===== config.mk =====
export PLATFORM = sky130hd
export DESIGN_NAME = addressable_led_pulse_encoder_unit
export DESIGN_NICKNAME = d
export VERILOG_FILES = /design/src/sv/alpe_pkg.sv /design/src/sv/alpe_color_mem.sv /design/src/sv/alpe_mul.sv /design/src/sv/addressable_led_pulse_encoder_unit.sv
export SDC_FILE = /design/constraint.sdc
export NUM_CORES = 2
export LEC_CHECK = 0
export ABC_AREA = 1
export BUFFER_PORTS_ARGS = -buffer_cell sky130_fd_sc_hd__buf_4
export CORE_UTILIZATION = 35
export CTS_BUF_LIST = sky130_fd_sc_hd__clkbuf_2
export CTS_CLUSTER_SIZE = 24
export DETAILED_ROUTE_END_ITERATION = 12
export PLACE_DENSITY_LB_ADDON = 0.08
export REMOVE_ABC_BUFFERS = 1
export SLEW_MARGIN = 20
export SYNTH_ARGS = -nofsm -noshare
export SYNTH_HDL_FRONTEND = slang
export SYNTH_SLANG_ARGS = --single-unit

===== constraint.sdc =====
create_clock -name clk_i -period 8.6 [get_ports clk_i]
set_input_delay 0.43 -clock clk_i [delete_from_list [all_inputs] [get_ports clk_i]]
set_output_delay 0.43 -clock clk_i [all_outputs]
set_load 0.02 [all_outputs]

===== src/sv/alpe_pkg.sv =====
// ============================================================================
// alpe_pkg: shared types and constants for the LED pulse encoder
// Request codes, register map, payload structs and scaling constants.
// ============================================================================
package alpe_pkg;

  // Request codes carried in req_type
  localparam logic [1:0] REQ_WRITE = 2'd0;
  localparam logic [1:0] REQ_EMIT  = 2'd1;
  localparam logic [1:0] REQ_LATCH = 2'd2;

  // Register map, word index (byte address 4*i)
  localparam logic [1:0] REG_BRIGHTNESS = 2'd0;
  localparam logic [1:0] REG_HIGH_ONE   = 2'd1;
  localparam logic [1:0] REG_HIGH_ZERO  = 2'd2;
  localparam logic [1:0] REG_LATCH      = 2'd3;

  localparam int unsigned CfgAddrWidth = 4;
  localparam int unsigned CfgDataWidth = 32;

  // Register reset values
  localparam logic [6:0] BRIGHTNESS_RST = 7'd0;
  localparam logic [7:0] HIGH_ONE_RST   = 8'd43;
  localparam logic [7:0] HIGH_ZERO_RST  = 8'd17;
  localparam logic [6:0] LATCH_RST      = 7'd50;

  localparam int unsigned BitsPerLed = 24;
  localparam int unsigned MaxGap     = 64;
  localparam int unsigned FullScale  = 100;

  // floor(x/100) == (x * Recip) >> RecipShift for x below 25600
  localparam int unsigned RecipShift = 20;
  localparam int unsigned Recip      = (1 << RecipShift) / FullScale + 1;

  localparam int unsigned MulAWidth = 8;
  localparam int unsigned MulBWidth = 21;
  localparam int unsigned MulPWidth = MulAWidth + MulBWidth;

  typedef struct packed {
    logic [1:0] req_type;
    logic [5:0] led_index;
    logic [7:0] red;
    logic [7:0] green;
    logic [7:0] blue;
  } alpe_in_t;

  typedef struct packed {
    logic [7:0] slot_value;
    logic       last_slot;
  } alpe_out_t;

endpackage


===== src/sv/alpe_color_mem.sv =====
// ============================================================================
// alpe_color_mem: LED color store
// One write and one registered read port; entries never written read as zero.
// ============================================================================
module alpe_color_mem #(
  parameter int unsigned Depth = 64,
  parameter int unsigned AddrW = 6
) (
  input  logic             clk_i,
  input  logic             rst_ni,
  input  logic             we_i,
  input  logic [AddrW-1:0] waddr_i,
  input  logic [23:0]      wdata_i,
  input  logic             re_i,
  input  logic [AddrW-1:0] raddr_i,
  output logic [23:0]      rdata_o
);

  logic [23:0]      mem_q [Depth];
  logic [Depth-1:0] valid_q;
  logic [23:0]      rdata_q;

  always_ff @(posedge clk_i or negedge rst_ni) begin
    if (!rst_ni) begin
      valid_q <= '0;
    end else if (we_i) begin
      valid_q[waddr_i] <= 1'b1;
    end
  end

  always_ff @(posedge clk_i) begin
    if (we_i) begin
      mem_q[waddr_i] <= wdata_i;
    end
    if (re_i) begin
      rdata_q <= valid_q[raddr_i] ? mem_q[raddr_i] : '0;
    end
  end

  assign rdata_o = rdata_q;

endmodule


===== src/sv/alpe_mul.sv =====
// ============================================================================
// alpe_mul: shared scaling multiplier
// 8 x 21 bit unsigned product, registered.
// ============================================================================
module alpe_mul (
  input  logic                         clk_i,
  input  logic [alpe_pkg::MulAWidth-1:0] a_i,
  input  logic [alpe_pkg::MulBWidth-1:0] b_i,
  output logic [alpe_pkg::MulPWidth-1:0] p_o
);
  import alpe_pkg::*;

  logic [MulPWidth-1:0] p_q;

  always_ff @(posedge clk_i) begin
    p_q <= MulPWidth'(a_i) * MulPWidth'(b_i);
  end

  assign p_o = p_q;

endmodule


===== src/sv/addressable_led_pulse_encoder_unit.sv =====
// ============================================================================
// addressable_led_pulse_encoder_unit: RGB LED one-wire slot encoder
// Stores LED colors, scales them by brightness and emits one PWM compare
// value per bit slot, plus zero-filled latch gaps.
// ============================================================================
//
//  channel | signals                                  | carries
//  --------+------------------------------------------+---------------------------
//  in      | in_valid_i / in_ready_o / in_data_i      | write, emit or latch item
//  out     | out_valid_o / out_ready_i / out_data_o   | one slot value per item
//  cfg     | psel, penable, pwrite, paddr, pwdata ... | APB register access
//
//  Steps: a write item is taken in ST_IDLE alone. An emit item passes through
//  ST_MULK, ST_MULG, ST_MULR, ST_MULB and ST_MULW (four passes through the one
//  shared multiplier) and then ST_SLOT for 24 slots. A latch item runs ST_SLOT
//  for one zero slot per gap slot (at most 64).
//  Slots leave at one per cycle while out_ready_i is high; a stall holds the
//  slot sequencer. in_ready_o is high only while the sequencer is idle.
//  Reset clears the color store (per-entry valid bits) and the registers.
//
module addressable_led_pulse_encoder_unit #(
  parameter int unsigned LED_COUNT = 64
) (
  input  logic                                  clk_i,
  input  logic                                  rst_ni,
  // item input
  input  logic                                  in_valid_i,
  output logic                                  in_ready_o,
  input  alpe_pkg::alpe_in_t                    in_data_i,
  // slot output
  output logic                                  out_valid_o,
  input  logic                                  out_ready_i,
  output alpe_pkg::alpe_out_t                   out_data_o,
  // configuration
  input  logic                                  psel,
  input  logic                                  penable,
  input  logic                                  pwrite,
  input  logic [alpe_pkg::CfgAddrWidth-1:0]     paddr,
  input  logic [alpe_pkg::CfgDataWidth-1:0]     pwdata,
  output logic [alpe_pkg::CfgDataWidth-1:0]     prdata,
  output logic                                  pready
);
  import alpe_pkg::*;

  // led_index is 6 bits, so at most 64 entries are reachable
  localparam int unsigned Depth = (LED_COUNT < 64) ? LED_COUNT : 64;
  localparam int unsigned AddrW = (Depth > 1) ? $clog2(Depth) : 1;

  typedef enum logic [2:0] {
    ST_IDLE,
    ST_MULK,   // k = brightness * reciprocal
    ST_MULG,   // green * k
    ST_MULR,   // red * k, take green
    ST_MULB,   // blue * k, take red
    ST_MULW,   // take blue
    ST_SLOT    // serialize slots
  } state_e;

  // --------------------------------------------------------------------------
  // Configuration registers
  // --------------------------------------------------------------------------
  logic [6:0] bright_q;
  logic [7:0] high_one_q;
  logic [7:0] high_zero_q;
  logic [6:0] latch_q;
  logic       cfg_we;

  assign cfg_we = psel && penable && pwrite;
  assign pready = 1'b1;

  always_ff @(posedge clk_i or negedge rst_ni) begin
    if (!rst_ni) begin
      bright_q    <= BRIGHTNESS_RST;
      high_one_q  <= HIGH_ONE_RST;
      high_zero_q <= HIGH_ZERO_RST;
      latch_q     <= LATCH_RST;
    end else if (cfg_we) begin
      unique case (paddr[3:2])
        REG_BRIGHTNESS: bright_q    <= pwdata[6:0];
        REG_HIGH_ONE:   high_one_q  <= pwdata[7:0];
        REG_HIGH_ZERO:  high_zero_q <= pwdata[7:0];
        REG_LATCH:      latch_q     <= pwdata[6:0];
        default: ;
      endcase
    end
  end

  always_comb begin
    prdata = '0;
    unique case (paddr[3:2])
      REG_BRIGHTNESS: prdata[6:0] = bright_q;
      REG_HIGH_ONE:   prdata[7:0] = high_one_q;
      REG_HIGH_ZERO:  prdata[7:0] = high_zero_q;
      REG_LATCH:      prdata[6:0] = latch_q;
      default: ;
    endcase
  end

  // --------------------------------------------------------------------------
  // Input decode
  // --------------------------------------------------------------------------
  state_e     state_q;
  logic       accept;
  logic       in_range;
  logic [6:0] bright_sat;
  logic [6:0] gap_len;

  assign in_ready_o = (state_q == ST_IDLE);
  assign accept     = in_valid_i && in_ready_o;
  assign in_range   = 32'(in_data_i.led_index) < LED_COUNT;

  // brightness above full scale saturates; gap length saturates at 64
  assign bright_sat = (bright_q > 7'(FullScale)) ? 7'(FullScale) : bright_q;
  assign gap_len    = (latch_q > 7'(MaxGap)) ? 7'(MaxGap) : latch_q;

  // --------------------------------------------------------------------------
  // Color store
  // --------------------------------------------------------------------------
  logic        mem_we;
  logic [23:0] mem_rdata;

  assign mem_we = accept && (in_data_i.req_type == REQ_WRITE) && in_range;

  alpe_color_mem #(
    .Depth (Depth),
    .AddrW (AddrW)
  ) u_mem (
    .clk_i   (clk_i),
    .rst_ni  (rst_ni),
    .we_i    (mem_we),
    .waddr_i (in_data_i.led_index[AddrW-1:0]),
    .wdata_i ({in_data_i.green, in_data_i.red, in_data_i.blue}),
    .re_i    (accept),
    .raddr_i (in_data_i.led_index[AddrW-1:0]),
    .rdata_o (mem_rdata)
  );

  // --------------------------------------------------------------------------
  // Shared multiplier: first builds k = brightness * Recip, then scales
  // each channel as (c * k) >> RecipShift, which equals floor(c*b/100).
  // --------------------------------------------------------------------------
  logic [MulAWidth-1:0] mul_a;
  logic [MulBWidth-1:0] mul_b;
  logic [MulPWidth-1:0] mul_p;
  logic [23:0]          color_q;
  logic [MulBWidth-1:0] k_q;
  logic [7:0]           scaled;

  always_comb begin
    unique case (state_q)
      ST_MULK: begin
        mul_a = MulAWidth'(bright_sat);
        mul_b = MulBWidth'(Recip);
      end
      ST_MULG: begin
        mul_a = color_q[23:16];
        mul_b = mul_p[MulBWidth-1:0];
      end
      ST_MULR: begin
        mul_a = color_q[15:8];
        mul_b = k_q;
      end
      ST_MULB: begin
        mul_a = color_q[7:0];
        mul_b = k_q;
      end
      default: begin
        mul_a = '0;
        mul_b = '0;
      end
    endcase
  end

  alpe_mul u_mul (
    .clk_i (clk_i),
    .a_i   (mul_a),
    .b_i   (mul_b),
    .p_o   (mul_p)
  );

  assign scaled = mul_p[RecipShift+7:RecipShift];

  // --------------------------------------------------------------------------
  // Sequencer and slot output register
  // --------------------------------------------------------------------------
  logic       range_q;
  logic       gap_q;     // serializing a latch gap
  logic [23:0] word_q;   // GRB, MSB leaves first
  logic [6:0] rem_q;     // slots left in this run
  logic       out_valid_q;
  alpe_out_t  out_q;

  always_ff @(posedge clk_i or negedge rst_ni) begin
    if (!rst_ni) begin
      state_q     <= ST_IDLE;
      out_valid_q <= 1'b0;
      rem_q       <= '0;
      gap_q       <= 1'b0;
      range_q     <= 1'b0;
    end else begin
      // while serializing, the slot branch below owns out_valid_q
      if (out_valid_q && out_ready_i && state_q != ST_SLOT) begin
        out_valid_q <= 1'b0;
      end
      unique case (state_q)
        ST_IDLE: begin
          if (accept) begin
            range_q <= in_range;
            if (in_data_i.req_type == REQ_EMIT) begin
              state_q <= ST_MULK;
            end else if (in_data_i.req_type == REQ_LATCH && gap_len != '0) begin
              gap_q   <= 1'b1;
              rem_q   <= gap_len;
              state_q <= ST_SLOT;
            end
          end
        end
        ST_MULK: begin
          // out-of-range emit encodes the color zero
          color_q <= range_q ? mem_rdata : '0;
          state_q <= ST_MULG;
        end
        ST_MULG: begin
          k_q     <= mul_p[MulBWidth-1:0];
          state_q <= ST_MULR;
        end
        ST_MULR: begin
          word_q  <= {word_q[15:0], scaled};
          state_q <= ST_MULB;
        end
        ST_MULB: begin
          word_q  <= {word_q[15:0], scaled};
          state_q <= ST_MULW;
        end
        ST_MULW: begin
          word_q  <= {word_q[15:0], scaled};
          gap_q   <= 1'b0;
          rem_q   <= 7'(BitsPerLed);
          state_q <= ST_SLOT;
        end
        ST_SLOT: begin
          if (!out_valid_q || out_ready_i) begin
            out_valid_q      <= 1'b1;
            out_q.slot_value <= gap_q ? 8'd0 : (word_q[23] ? high_one_q : high_zero_q);
            out_q.last_slot  <= (rem_q == 7'd1);
            word_q           <= {word_q[22:0], 1'b0};
            rem_q            <= rem_q - 7'd1;
            if (rem_q == 7'd1) begin
              state_q <= ST_IDLE;
            end
          end
        end
        default: state_q <= ST_IDLE;
      endcase
    end
  end

  assign out_valid_o = out_valid_q;
  assign out_data_o  = out_q;

endmodule


==> summary.md <==
| Metric | Value |
|---|---|
| Clock-pin slew on the worst setup and hold paths | 0.10 ns |
| Worst-path maximum fanout | 19 |
| RSZ-0062 raised after global routing | false |
| Die Y | 480 um |
| Tmin final | 6.96 ns |
| Quantity of hold-fixing buffers added after cts | 182 |
| Pin count of the biggest net entering global routing | 169 |
| CTS tree | done |
| Avg WL per Cell | 21.4 um |
| Setup Fix Bufs, Post-CTS | 0 |
| Most common cell after layout, fill and taps aside | nand2_1 |
| Fillers | 22600 |
| I/O Buffers | 67 |
| CTS root buf | clkbuf_2 |
| Post-Route Utilization | 40.0% |
| Cts repair resizes | 0 |
| Hold Slack | 0.327 ns |
| Peak VDD IR | 137 uV |
| Mapped Area | 0.0798 mm^2 |
| Layout cell share with drive strength beyond 1 | 12.8% |
| Cell variety after synth | 49 |
| Max Clock Skew | 0.212 ns |
| Area growth, synth to finish | 13.0% |
| Drt pass-1 iters | 5 |
| Final setup fails | 0 |
| Final instance area | 0.0902 mm^2 |
| Rows | 174 |
| Synth warn | 0 |
| DRT iter0 DRCs | 3967 |
| Seq/Total Area, Yosys | 65.7% |
| I/O pin count | 119 |
| Drt total wl | 257 mm |
| Pwr/cell area | 216 mW/mm^2 |
| Crit Path Class | reg -> reg |
| Fmax | 144 MHz |
| Total power | 0.0195 W |
| Clock Tree Buf Depth | 4 |
| Global-route wire length before repair | 377 mm |
| Syn Area/Cell | 9.81 um^2 |
| Fin. Hold Viols | 0 |
| Sink Count | 1773 |
| CTS H-tree depth | 5 |
| Data arrival time of the worst path | 8.64 ns |
| Crit path launch type | register |
| Most frequent cells in the layout | nand2_1, edfxtp_1, clkbuf_2, inv_1, nor2_1 |
| Reg area | 0.0524 mm^2 |
| GP Congestion | 0.844 |
| Vias in the first global route | 56400 |
| CORE AREA | 0.226 mm^2 |
| Max_slew headroom | 18.3% |
| Residual DRC | 0 |
| Setup TNS | 0 ns |
| Leakage power | 40.2 nW |
| Crit path required time | 10.28 ns |
| Gr ovfl total | 0 |
| Via density | 4.70 |
| Slew Viols, Final | 0 |
| Initial Util | 35.4% |
| Final #Nets | 8858 |
| CTS Buf Count | 484 |
| Full die area | 0.230 mm^2 |
| Initial antenna violation count | 8 |
| Ratio of final minimum period to clock period | 81.0% |
| Register bit count reported by yosys | 1773 |
| Clk_lat worst skew | 1.99 ns |
| Outcome | finished clean |
| DR vias | 56400 |
| Synth Instances | 8138 |
| Total track usage | 22.3% |
| Post-DP Area | 0.0837 mm^2 |
| Area of the multi-input gates | 0.0246 mm^2 |
| Hold crit path type | in -> reg |
| DPL Wire Length | 138 mm |
| Width of the die | 480 um |
| Reg2reg setup slack | 1.64 ns |
| Worst slew pin tran | 1.23 ns |
| CP endpoint kind | register |
| Max_cap viols | 0 |
| Post-route ant nets | 0 |
-- metrics by stage --
step | cells | setup WS, ns
2_1_floorplan | 7753 | 2.32
3_3_place_gp | 10900 | 1.88
3_5_place_dp | 10900 | 1.77
4_1_cts | 12000 | 1.60
5_1_grt | 12000 | 1.15
6_report | 12000 | 1.64
-- worst max-delay path, cell delays in order, from the launching register on --
cell and delay [ns]:
dfrtp_1 0.44, inv_1 0.14, nand3_1 0.62, inv_1 0.38
a32oi_1 0.14, nand3b_1 0.35, clkinv_1 0.73, nor2_1 0.35
fa_1 0.48, fa_1 0.52, fa_1 0.49, inv_1 0.06
fa_1 0.48, inv_1 0.04, ha_1 0.34, a21oi_1 0.35
a21boi_0 0.35, nand2_1 0.11, nand2_1 0.07, nand3_1 0.10
xor2_1 0.16
-- metal layers --
metal | routed length, um | global-route usage [%]
met2 | 121000 | 36.7
met4 | 8300 | 8.39
met3 | 11500 | 3.16
met1 | 116000 | 29.9
met5 | 0 | 0
-- synth_stat cells (all sizes together) --
library cell / n / share of area [%]
conb: 2 / 0.0094
nand2: 4785 / 23
a21boi: 3 / 0.028
a22o: 6 / 0.066
a31oi: 1 / 0.0078
or2: 47 / 0.37
o21bai: 2 / 0.019
clkinv: 4 / 0.019
o311ai: 1 / 0.011
o21a: 1 / 0.0094
inv: 323 / 1.5
nand3b: 1 / 0.0094
xnor2: 5 / 0.055
nor3: 17 / 0.16
nor4: 1 / 0.0078
dfrtp: 98 / 3.1
a21o: 2 / 0.019
a21oi: 45 / 0.28
fa: 113 / 2.8
dfxtp: 28 / 0.70
o31ai: 1 / 0.0094
buf: 246 / 1.6
o211ai: 1 / 0.0094
a32oi: 5 / 0.055
edfxtp: 1638 / 62
a22oi: 20 / 0.24
xor2: 15 / 0.16
o21ai: 140 / 0.88
nor2: 298 / 1.4
and3: 1 / 0.0078
nand3: 48 / 0.30
nand4: 5 / 0.039
clkbuf: 162 / 0.76
dfstp: 9 / 0.30
ha: 54 / 0.85
and2: 9 / 0.071
o22ai: 1 / 0.0078
-- where the power goes --
part | total [W] | leakage [nW] | internal (W) | switching [W]
clock | 0.00598 | 3.40 | 0.00239 | 0.00360
sequential | 0.00982 | 16.3 | 0.00970 | 0.000126
combinational | 0.00371 | 20.5 | 0.00113 | 0.00258
-- cell families after synthesis --
group,after synthesis,share of synthesized area (%)
other,2,0.00941
flip-flops,1773,65.7
buffers and inverters,735,3.89
AND/OR/NAND/NOR,5212,24.9
XOR/XNOR,20,0.219
AO/OA/AOI/OAI,229,1.64
adder cells (fa/ha/maj),167,3.68
-- path summary, 6_finish.rpt --
| check | to | startpoint | cells past startpoint |
|---|---|---|---|
| min reg2reg | word_q[21]$_DFFE_PP_ | word_q[20]$_DFFE_PP_ | 2 |
| min | u_mem.mem_q[62][12]$_DFFE_PP_ | in_data_i[20] | 4 |
| max | u_mul.p_o[23]$_DFF_P_ | state_q[1]$_DFFE_PN0P_ | 20 |
| min in group asynchronous | high_zero_q[7]$_DFFE_PN0P_ | rst_ni | 6 |
| max reg2reg | u_mul.p_o[23]$_DFF_P_ | state_q[1]$_DFFE_PN0P_ | 20 |
| max in group asynchronous | u_mem.valid_q[38]$_DFFE_PN0P_ | rst_ni | 7 |
-- sequential cells by signal, indices dropped and copies added (netlist names), 9 cells and up --
name	flops
u_mem.mem_q	1536
k_q	21
color_q	24
out_data_o	9
u_mem.rdata_o	24
u_mul.p_o	28
word_q	24
u_mem.valid_q	64
-- layout make-up --
| class | instances | share of cell area (%) |
|---|---|---|
| timing repair buffer | 377 | 4.25 |
| inverter | 327 | 1.41 |
| clock inverter | 94 | 0.473 |
| sequential | 1773 | 58.1 |
| clock buffer | 765 | 4.24 |
| multi-input combinational | 5653 | 27.3 |
| antenna | 15 | 0.0416 |
| tap | 2992 | 4.15 |
(Power assumes the default switching activity.)
